File: src/sv/chip8_pkg.sv
// shared types, codes and decode helpers for the chip8 interpreter core
package chip8_pkg;

  localparam logic [15:0] PC_RESET = 16'h0200;
  localparam logic [4:0]  NO_KEY   = 5'd16;
  localparam logic [3:0]  REG_F    = 4'hF;

  localparam logic [1:0] KIND_LOAD = 2'd0;
  localparam logic [1:0] KIND_EXEC = 2'd1;
  localparam logic [1:0] KIND_TICK = 2'd2;
  localparam logic [1:0] KIND_COLL = 2'd3;

  localparam logic [2:0] EV_DONE  = 3'd0;
  localparam logic [2:0] EV_CLS   = 3'd1;
  localparam logic [2:0] EV_ROW   = 3'd2;
  localparam logic [2:0] EV_STACK = 3'd3;
  localparam logic [2:0] EV_WAIT  = 3'd4;

  localparam logic [15:0] OPC_CLS = 16'h00E0;
  localparam logic [15:0] OPC_RET = 16'h00EE;
  localparam logic [7:0] FN_SKP   = 8'h9E;
  localparam logic [7:0] FN_SKNP  = 8'hA1;
  localparam logic [7:0] FN_GDLY  = 8'h07;
  localparam logic [7:0] FN_KEY   = 8'h0A;
  localparam logic [7:0] FN_SDLY  = 8'h15;
  localparam logic [7:0] FN_SSND  = 8'h18;
  localparam logic [7:0] FN_ADDI  = 8'h1E;
  localparam logic [7:0] FN_FONT  = 8'h29;
  localparam logic [7:0] FN_BCD   = 8'h33;
  localparam logic [7:0] FN_STORE = 8'h55;
  localparam logic [7:0] FN_LOADR = 8'h65;

  typedef enum logic [4:0] {
    OP_NONE, OP_ACCEPT, OP_LOAD, OP_TICK, OP_COLL, OP_FETCH_HI, OP_FETCH_LO,
    OP_READ_X, OP_READ_Y, OP_EXEC, OP_RET_WB, OP_FLAG, OP_ROW_RD, OP_ROW_EMIT,
    OP_BCD, OP_STORE_RD, OP_STORE_WR, OP_LOADR_RD, OP_LOADR_WR, OP_EMIT
  } dp_op_t;

  typedef enum logic [2:0] {
    CLS_DONE, CLS_RET, CLS_FLAG, CLS_DRAW, CLS_BCD, CLS_STORE, CLS_LOADR
  } exec_cls_t;

  typedef struct packed {
    dp_op_t op;
  } cmd_t;

  typedef struct packed {
    logic [15:0] opcode;
    logic        sp_zero;
    logic        cnt_is_x;
    logic        cnt_is_two;
    logic        row_last;
    logic        out_free;
  } status_t;

  function automatic exec_cls_t cls_of(input logic [15:0] op);
    exec_cls_t c;
    c = CLS_DONE;
    case (op[15:12])
      4'h0: if (op == OPC_RET) c = CLS_RET;
      4'h8: if (op[3:0] == 4'h4 || op[3:0] == 4'h5 || op[3:0] == 4'h6 ||
                op[3:0] == 4'h7 || op[3:0] == 4'hE) c = CLS_FLAG;
      4'hD: if (op[3:0] != 4'h0) c = CLS_DRAW;
      4'hF: begin
        if (op[7:0] == FN_BCD) c = CLS_BCD;
        else if (op[7:0] == FN_STORE) c = CLS_STORE;
        else if (op[7:0] == FN_LOADR) c = CLS_LOADR;
      end
      default: c = CLS_DONE;
    endcase
    return c;
  endfunction

endpackage

File: src/sv/chip8_ctrl.sv
// sequencing state machine of the chip8 interpreter core
module chip8_ctrl import chip8_pkg::*; (
  input  logic       clk,
  input  logic       rst_n,
  input  logic       in_tvalid,
  input  logic [1:0] in_kind,
  output logic       in_tready,
  input  status_t    stat,
  output cmd_t       cmd
);

  typedef enum logic [4:0] {
    S_IDLE, S_LOAD, S_TICK, S_COLL, S_F_HI, S_F_LO, S_RD_X, S_RD_Y, S_EXEC,
    S_RET_WB, S_FLAG, S_ROW_RD, S_ROW_EMIT, S_BCD, S_ST_RD, S_ST_WR,
    S_LD_RD, S_LD_WR, S_EMIT
  } state_t;

  state_t    state_r, state_nxt;
  exec_cls_t cls;

  assign in_tready = (state_r == S_IDLE);
  assign cls       = cls_of(stat.opcode);

  always_comb begin
    state_nxt = state_r;
    cmd.op    = OP_NONE;
    case (state_r)
      S_IDLE: begin
        if (in_tvalid) begin
          cmd.op = OP_ACCEPT;
          case (in_kind)
            KIND_LOAD: state_nxt = S_LOAD;
            KIND_EXEC: state_nxt = S_F_HI;
            KIND_TICK: state_nxt = S_TICK;
            default:   state_nxt = S_COLL;
          endcase
        end
      end
      S_LOAD: begin cmd.op = OP_LOAD; state_nxt = S_EMIT; end
      S_TICK: begin cmd.op = OP_TICK; state_nxt = S_EMIT; end
      S_COLL: begin cmd.op = OP_COLL; state_nxt = S_EMIT; end
      S_F_HI: begin cmd.op = OP_FETCH_HI; state_nxt = S_F_LO; end
      S_F_LO: begin cmd.op = OP_FETCH_LO; state_nxt = S_RD_X; end
      S_RD_X: begin cmd.op = OP_READ_X; state_nxt = S_RD_Y; end
      S_RD_Y: begin cmd.op = OP_READ_Y; state_nxt = S_EXEC; end
      S_EXEC: begin
        cmd.op = OP_EXEC;
        case (cls)
          CLS_RET:   state_nxt = stat.sp_zero ? S_EMIT : S_RET_WB;
          CLS_FLAG:  state_nxt = S_FLAG;
          CLS_DRAW:  state_nxt = S_ROW_RD;
          CLS_BCD:   state_nxt = S_BCD;
          CLS_STORE: state_nxt = S_ST_RD;
          CLS_LOADR: state_nxt = S_LD_RD;
          default:   state_nxt = S_EMIT;
        endcase
      end
      S_RET_WB: begin cmd.op = OP_RET_WB; state_nxt = S_EMIT; end
      S_FLAG:   begin cmd.op = OP_FLAG; state_nxt = S_EMIT; end
      S_ROW_RD: begin
        cmd.op = OP_ROW_RD;
        if (stat.out_free) state_nxt = S_ROW_EMIT;
      end
      S_ROW_EMIT: begin
        cmd.op    = OP_ROW_EMIT;
        state_nxt = stat.row_last ? S_IDLE : S_ROW_RD;
      end
      S_BCD: begin
        cmd.op = OP_BCD;
        if (stat.cnt_is_two) state_nxt = S_EMIT;
      end
      S_ST_RD: begin cmd.op = OP_STORE_RD; state_nxt = S_ST_WR; end
      S_ST_WR: begin
        cmd.op    = OP_STORE_WR;
        state_nxt = stat.cnt_is_x ? S_EMIT : S_ST_RD;
      end
      S_LD_RD: begin cmd.op = OP_LOADR_RD; state_nxt = S_LD_WR; end
      S_LD_WR: begin
        cmd.op    = OP_LOADR_WR;
        state_nxt = stat.cnt_is_x ? S_EMIT : S_LD_RD;
      end
      S_EMIT: begin
        if (stat.out_free) begin
          cmd.op    = OP_EMIT;
          state_nxt = S_IDLE;
        end
      end
      default: state_nxt = S_IDLE;
    endcase
  end

  always_ff @(posedge clk) begin
    if (!rst_n) begin
      state_r <= S_IDLE;
    end else begin
      state_r <= state_nxt;
    end
  end

endmodule

File: config.mk
export PLATFORM = sky130hd
export DESIGN_NAME = chip8_ctrl
export DESIGN_NICKNAME = d
export VERILOG_FILES = /design/src/sv/chip8_pkg.sv /design/src/sv/chip8_ctrl.sv
export SDC_FILE = /design/constraint.sdc
export NUM_CORES = 1
export LEC_CHECK = 0
export ABC_AREA = 0
export BUFFER_PORTS_ARGS = -buffer_cell sky130_fd_sc_hd__buf_2
export CAP_MARGIN = 5
export CORE_MARGIN = 10
export CORE_UTILIZATION = 45
export DETAILED_ROUTE_END_ITERATION = 10
export PLACE_DENSITY = 0.72
export SLEW_MARGIN = 20
export SYNTH_ARGS = -nofsm -noshare
export SYNTH_HDL_FRONTEND = slang
export SYNTH_SLANG_ARGS = --single-unit
File: constraint.sdc
create_clock -name clk -period 2.9 [get_ports clk]
set_input_delay 0.145 -clock clk [delete_from_list [all_inputs] [get_ports clk]]
set_output_delay 0.145 -clock clk [all_outputs]
set_load 0.02 [all_outputs]
==> results of run 1 <==
[power breakdown]
group          internal, W  switching (W)
Clock            0.0000522      0.0000325
Sequential       0.0000933      0.0000787
Combinational     0.000296       0.000362
Total             0.000441       0.000474
[how the worst max path moves through the flow]
stage,to
after floorplan,state_r[4]$_SDFFE_PN0P_
after global placement,state_r[4]$_SDFFE_PN0P_
after detailed placement,state_r[0]$_SDFFE_PN0P_
after CTS,cmd[3]
after global routing,cmd[3]
final,cmd[3]
[routing by layer]
layer / vias to the layer above / GRT usage (%)
met3: 2 / 3.18
li1: 579 / -
met1: 526 / 16.3
met5: - / 0
met4: 0 / 4.36
met2: 67 / 19.2
[cell type report]
type / instances / area share [%]
tap: 27 / 2.90
clock buffer: 4 / 2.26
timing repair buffer: 34 / 15.3
multi-input combinational: 113 / 68.1
sequential: 5 / 8.59
inverter: 9 / 2.90
[worst register-to-register path, delay by kind of cell (launching register included)]
kind               cells  cell delay [ps]
AOI/OAI and AO/OA      4              840
DFF                    1              720
and+or+nand+nor        1              230
[kinds of logic (layout without fill, tap and decap cells)]
kind of cell / Yosys count / in the layout / share of synthesized area, %
simple gates: 57 / 57 / 37.7
compound gates: 49 / 49 / 34.5
buf+inv: 20 / 47 / 10.3
flops: 5 / 5 / 10.1
fa+ha+maj: 3 / 3 / 3.77
xor+xnor: 3 / 3 / 2.64
mux: 1 / 1 / 1.01
[cell usage after synthesis (all sizes together) (2+ instances only)]
| cell type | count | area share (%) |
|---|---|---|
| a21boi | 3 | 3.4 |
| a21o | 2 | 1.5 |
| a21oi | 9 | 4.5 |
| a31oi | 4 | 2.5 |
| and3 | 2 | 1.3 |
| and4bb | 2 | 2.5 |
| buf | 11 | 6.9 |
| dfxtp | 5 | 10 |
| ha | 3 | 3.8 |
| inv | 8 | 3.0 |
| nand2 | 9 | 3.6 |
| nand2b | 4 | 2.5 |
| nand3 | 6 | 3.0 |
| nor2 | 10 | 3.8 |
| nor3 | 5 | 2.5 |
| nor3b | 2 | 1.5 |
| nor4 | 5 | 6.2 |
| nor4b | 3 | 3.3 |
| nor4bb | 3 | 3.0 |
| o2111ai | 2 | 1.8 |
| o21ai | 15 | 7.5 |
| o221a | 4 | 4.5 |
| or2 | 2 | 1.5 |
| xnor2 | 2 | 1.8 |
[cell usage in the layout, fill, tap and decap left out, types with 2 or more instances in the layout]
cell type   n
dfxtp_1     5
o2111ai_1   2
o21ai_0    15
a21oi_1     9
inv_1       8
a21boi_0    2
and3_1      2
buf_2      31
clkbuf_4    3
nor3_1      5
nor4_1      3
xnor2_1     2
nand2_1     8
o221a_1     2
a21o_1      2
nand3_1     6
buf_4       3
o221a_2     2
nand2b_1    4
nor4b_1     2
a31oi_1     4
and4bb_2    2
nor4_4      2
nor3b_1     2
ha_1        3
nor4bb_1    3
nor2_1     10
[metrics by stage]
| step | hold WS (ps) | power (W) | area, um2 | std cells |
|---|---|---|---|---|
| after global placement | 455 | 0.000818 | 1140 | 188 |
| final | 208 | 0.000915 | 1160 | 192 |
| after CTS | 205 | 0.000912 | 1160 | 192 |
| after floorplan | 264 | 0.000691 | 996 | 138 |
| after detailed placement | 459 | 0.000826 | 1140 | 188 |
| after global routing | 213 | 0.000998 | 1160 | 192 |
==> metrics.yaml, run 1 <==
m1WireLength_um: 1240
fin_tns_setup_ps: 0
gp_congestion: 0.912
cp_data_required_time_ps: 2760
ctsHoldBuffers: 0
clk_path_buf_depth: 2
portBuffers: 31
rrSetupSlack_ps: 990
yosysWarnings: 0
grt_pass1_wl_um: 4640
max-slew-margin-rel_pct: 56.9
cp_max_fo: 18
cts-resized-gates: 0
arrival_ps: 1790
dr_wl_met3_um: 285
cts_tree: "yes"
ant_nets: 0
routed.top_layer: "met4"
top_register: "state_r"
crit_family: "flip-flops"
tightest_slew_ps: 645
final-hold-violation-count: 0
syn_to_final_growth_pct: 17.0
synthFlopType: "dfxtp_1"
post_cts_buffers: 0
hp-class: "input pin to flip-flop"
max_freq_mhz: 516
maxCapViolations: 0
crit_path_max_incr_delay_ps: 720
irDropWorstVdd_mv: 0.398
path_class: "flip-flop to primary output"
async_flop_share_pct: 0
clkLatencyLatePin_ps: 250
dpl.hpwl_um: 2350
finalCriticalPeriod_ps: 1940
drc: 0
vias: 1174
first_iter_violations: 88
core_um2: 2040
setup_violations: 0
crit_slowest_cell: "dfxtp_1"
floorplan.initialDensity_pct: 48.8
antenna_found_initial: 0
rows: 16
power_density_nw_per_um2: 785
viasPerCell: 6.11
place_ws_ps: 1030
dieArea_um2: 4500
setup_slack_ps: 963
path_buf_inv: 2
wl_met2_um: 1340
outcome: "completed"
netlist_instances: 138
fillers: 197
synthesis.area_um2: 996
maxSlewViolCount: 0
num_io_pins: 32
grt_max_degree: 19
rsz0062_at_grt: "false"
hold_end: "state_r[3]$_SDFFE_PN0P_"
multi_input_area_um2: 793
syn_avg_cell_area_um2: 7.22
seq_area_um2: 100
cts_sinks: 5
nNetsFinal: 195
crit_chain: "buf_4 > nand3_1 > xor2_1 > nor2_1 > buf_2"
fp.dieH_um: 67.0
clkSlewWorstSetupHoldPaths_ps: 50
rr_worst_depth: 5
first_pass_iters: 4
wire_per_inst_um: 15.0
htree_levels: 1
crit_start: "state_r[0]$_SDFFE_PN0P_"
yosysUniqueCellTypes: 49
reg_top3: "state_r: 5 flops"
drive_above_1_share_pct: 30.3
grt_pass1_vias: 1053
synth_edf_count: 0
p_leak_nw: 0.449
worstHoldStart: "rst_n"
end_kind: "primary output"
grt_overflow: 0
numCtsBuffers: 3
synth.net_count: 167
crit_cells: 5
r2r_start: "state_r[2]$_SDFFE_PN0P_"
num_antenna_cells: 0
grt.total_usage_pct: 12.5
start_kind: "flip-flop"
ys_seq_area_share_pct: 10.1
drt-total-wl_um: 2880
die_w_um: 67.0
regToRegEndpoint: "state_r[1]$_SDFFE_PN0P_"
post-route-util_pct: 57.0
synth_seq_cells: 5
hold_depth: 3
cts_root_buffer: "clkbuf_4"
fin_crit_sh_pct: 66.8
largest_reg_flops: 5
finalClockSkew_ps: 13.2
Power figures use the tool's default switching activity.
==> run 2, diff against run 1 <==
- clock period: 2.9 -> 2 ns (I/O delays scaled with it)
==> run 2 against run 1 <==
Against the previous run: register-to-register slack got worse by 750 ps; via count increased by 1.4%; non-clock buffer count increased by 5; global-route usage increased by 1.2 points; die area unchanged; power increased by 51%; cell count increased by 2.6%; worst setup slack got worse by 730 ps; highest routed layer unchanged.
==> metrics.yaml, run 2 (same netlist as run 1, synthesis figures left out) <==
wire_per_inst_um: 15.9  # +6.1%
start_kind: "flip-flop"
first_iter_violations: 103  # +17%
antenna_found_initial: 0  # unchanged
grt_pass1_wl_um: 5110  # +10%
viasPerCell: 6.04  # -1.2%
fp.dieH_um: 67.0  # unchanged
end_kind: "flip-flop"
floorplan.initialDensity_pct: 48.8  # unchanged
cts_root_buffer: "clkbuf_4"
final-hold-violation-count: 0  # unchanged
rsz0062_at_grt: "false"
dpl.hpwl_um: 2580  # +9.6%
grt.total_usage_pct: 13.7  # +1.2 points
reg_top3: "state_r: 5 flops"
syn_to_final_growth_pct: 20.7
p_leak_nw: 0.475  # +5.7%
power_density_nw_per_um2: 1150  # +46%
irDropWorstVdd_mv: 0.580  # +46%
drive_above_1_share_pct: 32.4  # +2.0 points
fin_crit_sh_pct: 88.1
finalClockSkew_ps: 0.598  # -12.6 ps
dieArea_um2: 4500  # unchanged
drt-total-wl_um: 3130  # +8.9%
max-slew-margin-rel_pct: 67.0  # +10 points
fillers: 210  # +6.6%
vias: 1190  # +1.4%
htree_levels: 1  # unchanged
tightest_slew_ps: 495  # -150 ps
core_um2: 2040  # unchanged
fin_tns_setup_ps: 0  # unchanged
rows: 16  # unchanged
worst_hold_slack_ps: 165  # -43.2 ps
first_pass_iters: 4  # unchanged
drc: 0  # unchanged
seq_area_um2: 100  # unchanged
ctsHoldBuffers: 0  # unchanged
grt_max_degree: 15  # -4
hp-class: "input pin to flip-flop"
die_w_um: 67.0  # unchanged
maxSlewViolCount: 0  # unchanged
cp_data_required_time_ps: 2130  # -630 ps
cts_tree: "yes"
grt_pass1_vias: 1184  # +12%
nNetsFinal: 200  # +2.6%
layout_commonest_cell: "buf_2"
arrival_ps: 1900  # +110 ps
final_cell_mix: "buf_2, o21ai_0, nor2_1"
numCtsBuffers: 3  # unchanged
ant_nets: 0  # unchanged
outcome: "completed"
largest_reg_flops: 5  # unchanged
post_cts_buffers: 0  # unchanged
cts-resized-gates: 0  # unchanged
num_io_pins: 32  # unchanged
cp_max_fo: 14  # -4
portBuffers: 31  # unchanged
clkSlewWorstSetupHoldPaths_ps: 40  # about the same
path_class: "flip-flop to flip-flop"
max_freq_mhz: 567
finalCriticalPeriod_ps: 1760
maxCapViolations: 0  # unchanged
top_register: "state_r"
clk_path_buf_depth: 2  # unchanged
clkLatencyLatePin_ps: 240  # about the same
setup_violations: 0  # unchanged
gp_congestion: 0.968  # +6.2%
num_antenna_cells: 0  # unchanged
grt_overflow: 0  # unchanged
cts_sinks: 5  # unchanged
multi_input_area_um2: 793  # unchanged
==> run 2: per-stage QoR <==
stage | utilization, % | area [um2] | power (W) | instances | setup slack (ps)
floorplan | - | 996 | 0.00100 | 138 | 385
global placement | 57.6 | 1180 | 0.00124 | 193 | 285
detailed placement | 57.6 | 1180 | 0.00125 | 193 | 267
CTS | 58.9 | 1200 | 0.00137 | 197 | 254
global route | 58.9 | 1200 | 0.00149 | 197 | 120
finish | 58.9 | 1200 | 0.00138 | 197 | 237
==> run 2: worst paths after layout <==
check	start	endpoint	slack [ps]	cells past startpoint
setup reg to reg	state_r[2]$_SDFFE_PN0P_	state_r[1]$_SDFFE_PN0P_	240	5
hold reg to reg	state_r[3]$_SDFFE_PN0P_	state_r[3]$_SDFFE_PN0P_	810	3
hold / removal	rst_n	state_r[3]$_SDFFE_PN0P_	170	3
setup / recovery	state_r[2]$_SDFFE_PN0P_	state_r[1]$_SDFFE_PN0P_	240	5
==> run 2: cell type report <==
type / instances / share of cell area [%]
clock buffers: 4 / 2.19
inverters: 9 / 2.81
repair buffers: 39 / 17.9
well taps: 27 / 2.81
flip-flops and latches: 5 / 8.32
multi-input cells: 113 / 66.0
==> run 2: metal layers <==
| layer | vias up | GRT usage, % | routed length (um) |
|---|---|---|---|
| li1 | 585 | - | - |
| met1 | 546 | 17.0 | 1380 |
| met2 | 55 | 21.9 | 1480 |
| met3 | 4 | 2.84 | 244 |
| met4 | 0 | 5.90 | 30 |
| met5 | - | 0 | 0 |
==> run 2: critical path: stages (launching register included) <==
cell and delay [ps]:
dfxtp_1 620, inv_1 220, mux2i_1 180, o221a_2 200, o2111ai_1 120, o221a_2 310
==> run 2: where the power goes <==
| group | internal [W] | switching (W) | total, W |
|---|---|---|---|
| clock network | 0.0000756 | 0.0000434 | 0.000119 |
| registers | 0.000136 | 0.0000995 | 0.000235 |
| logic | 0.000464 | 0.000560 | 0.00102 |
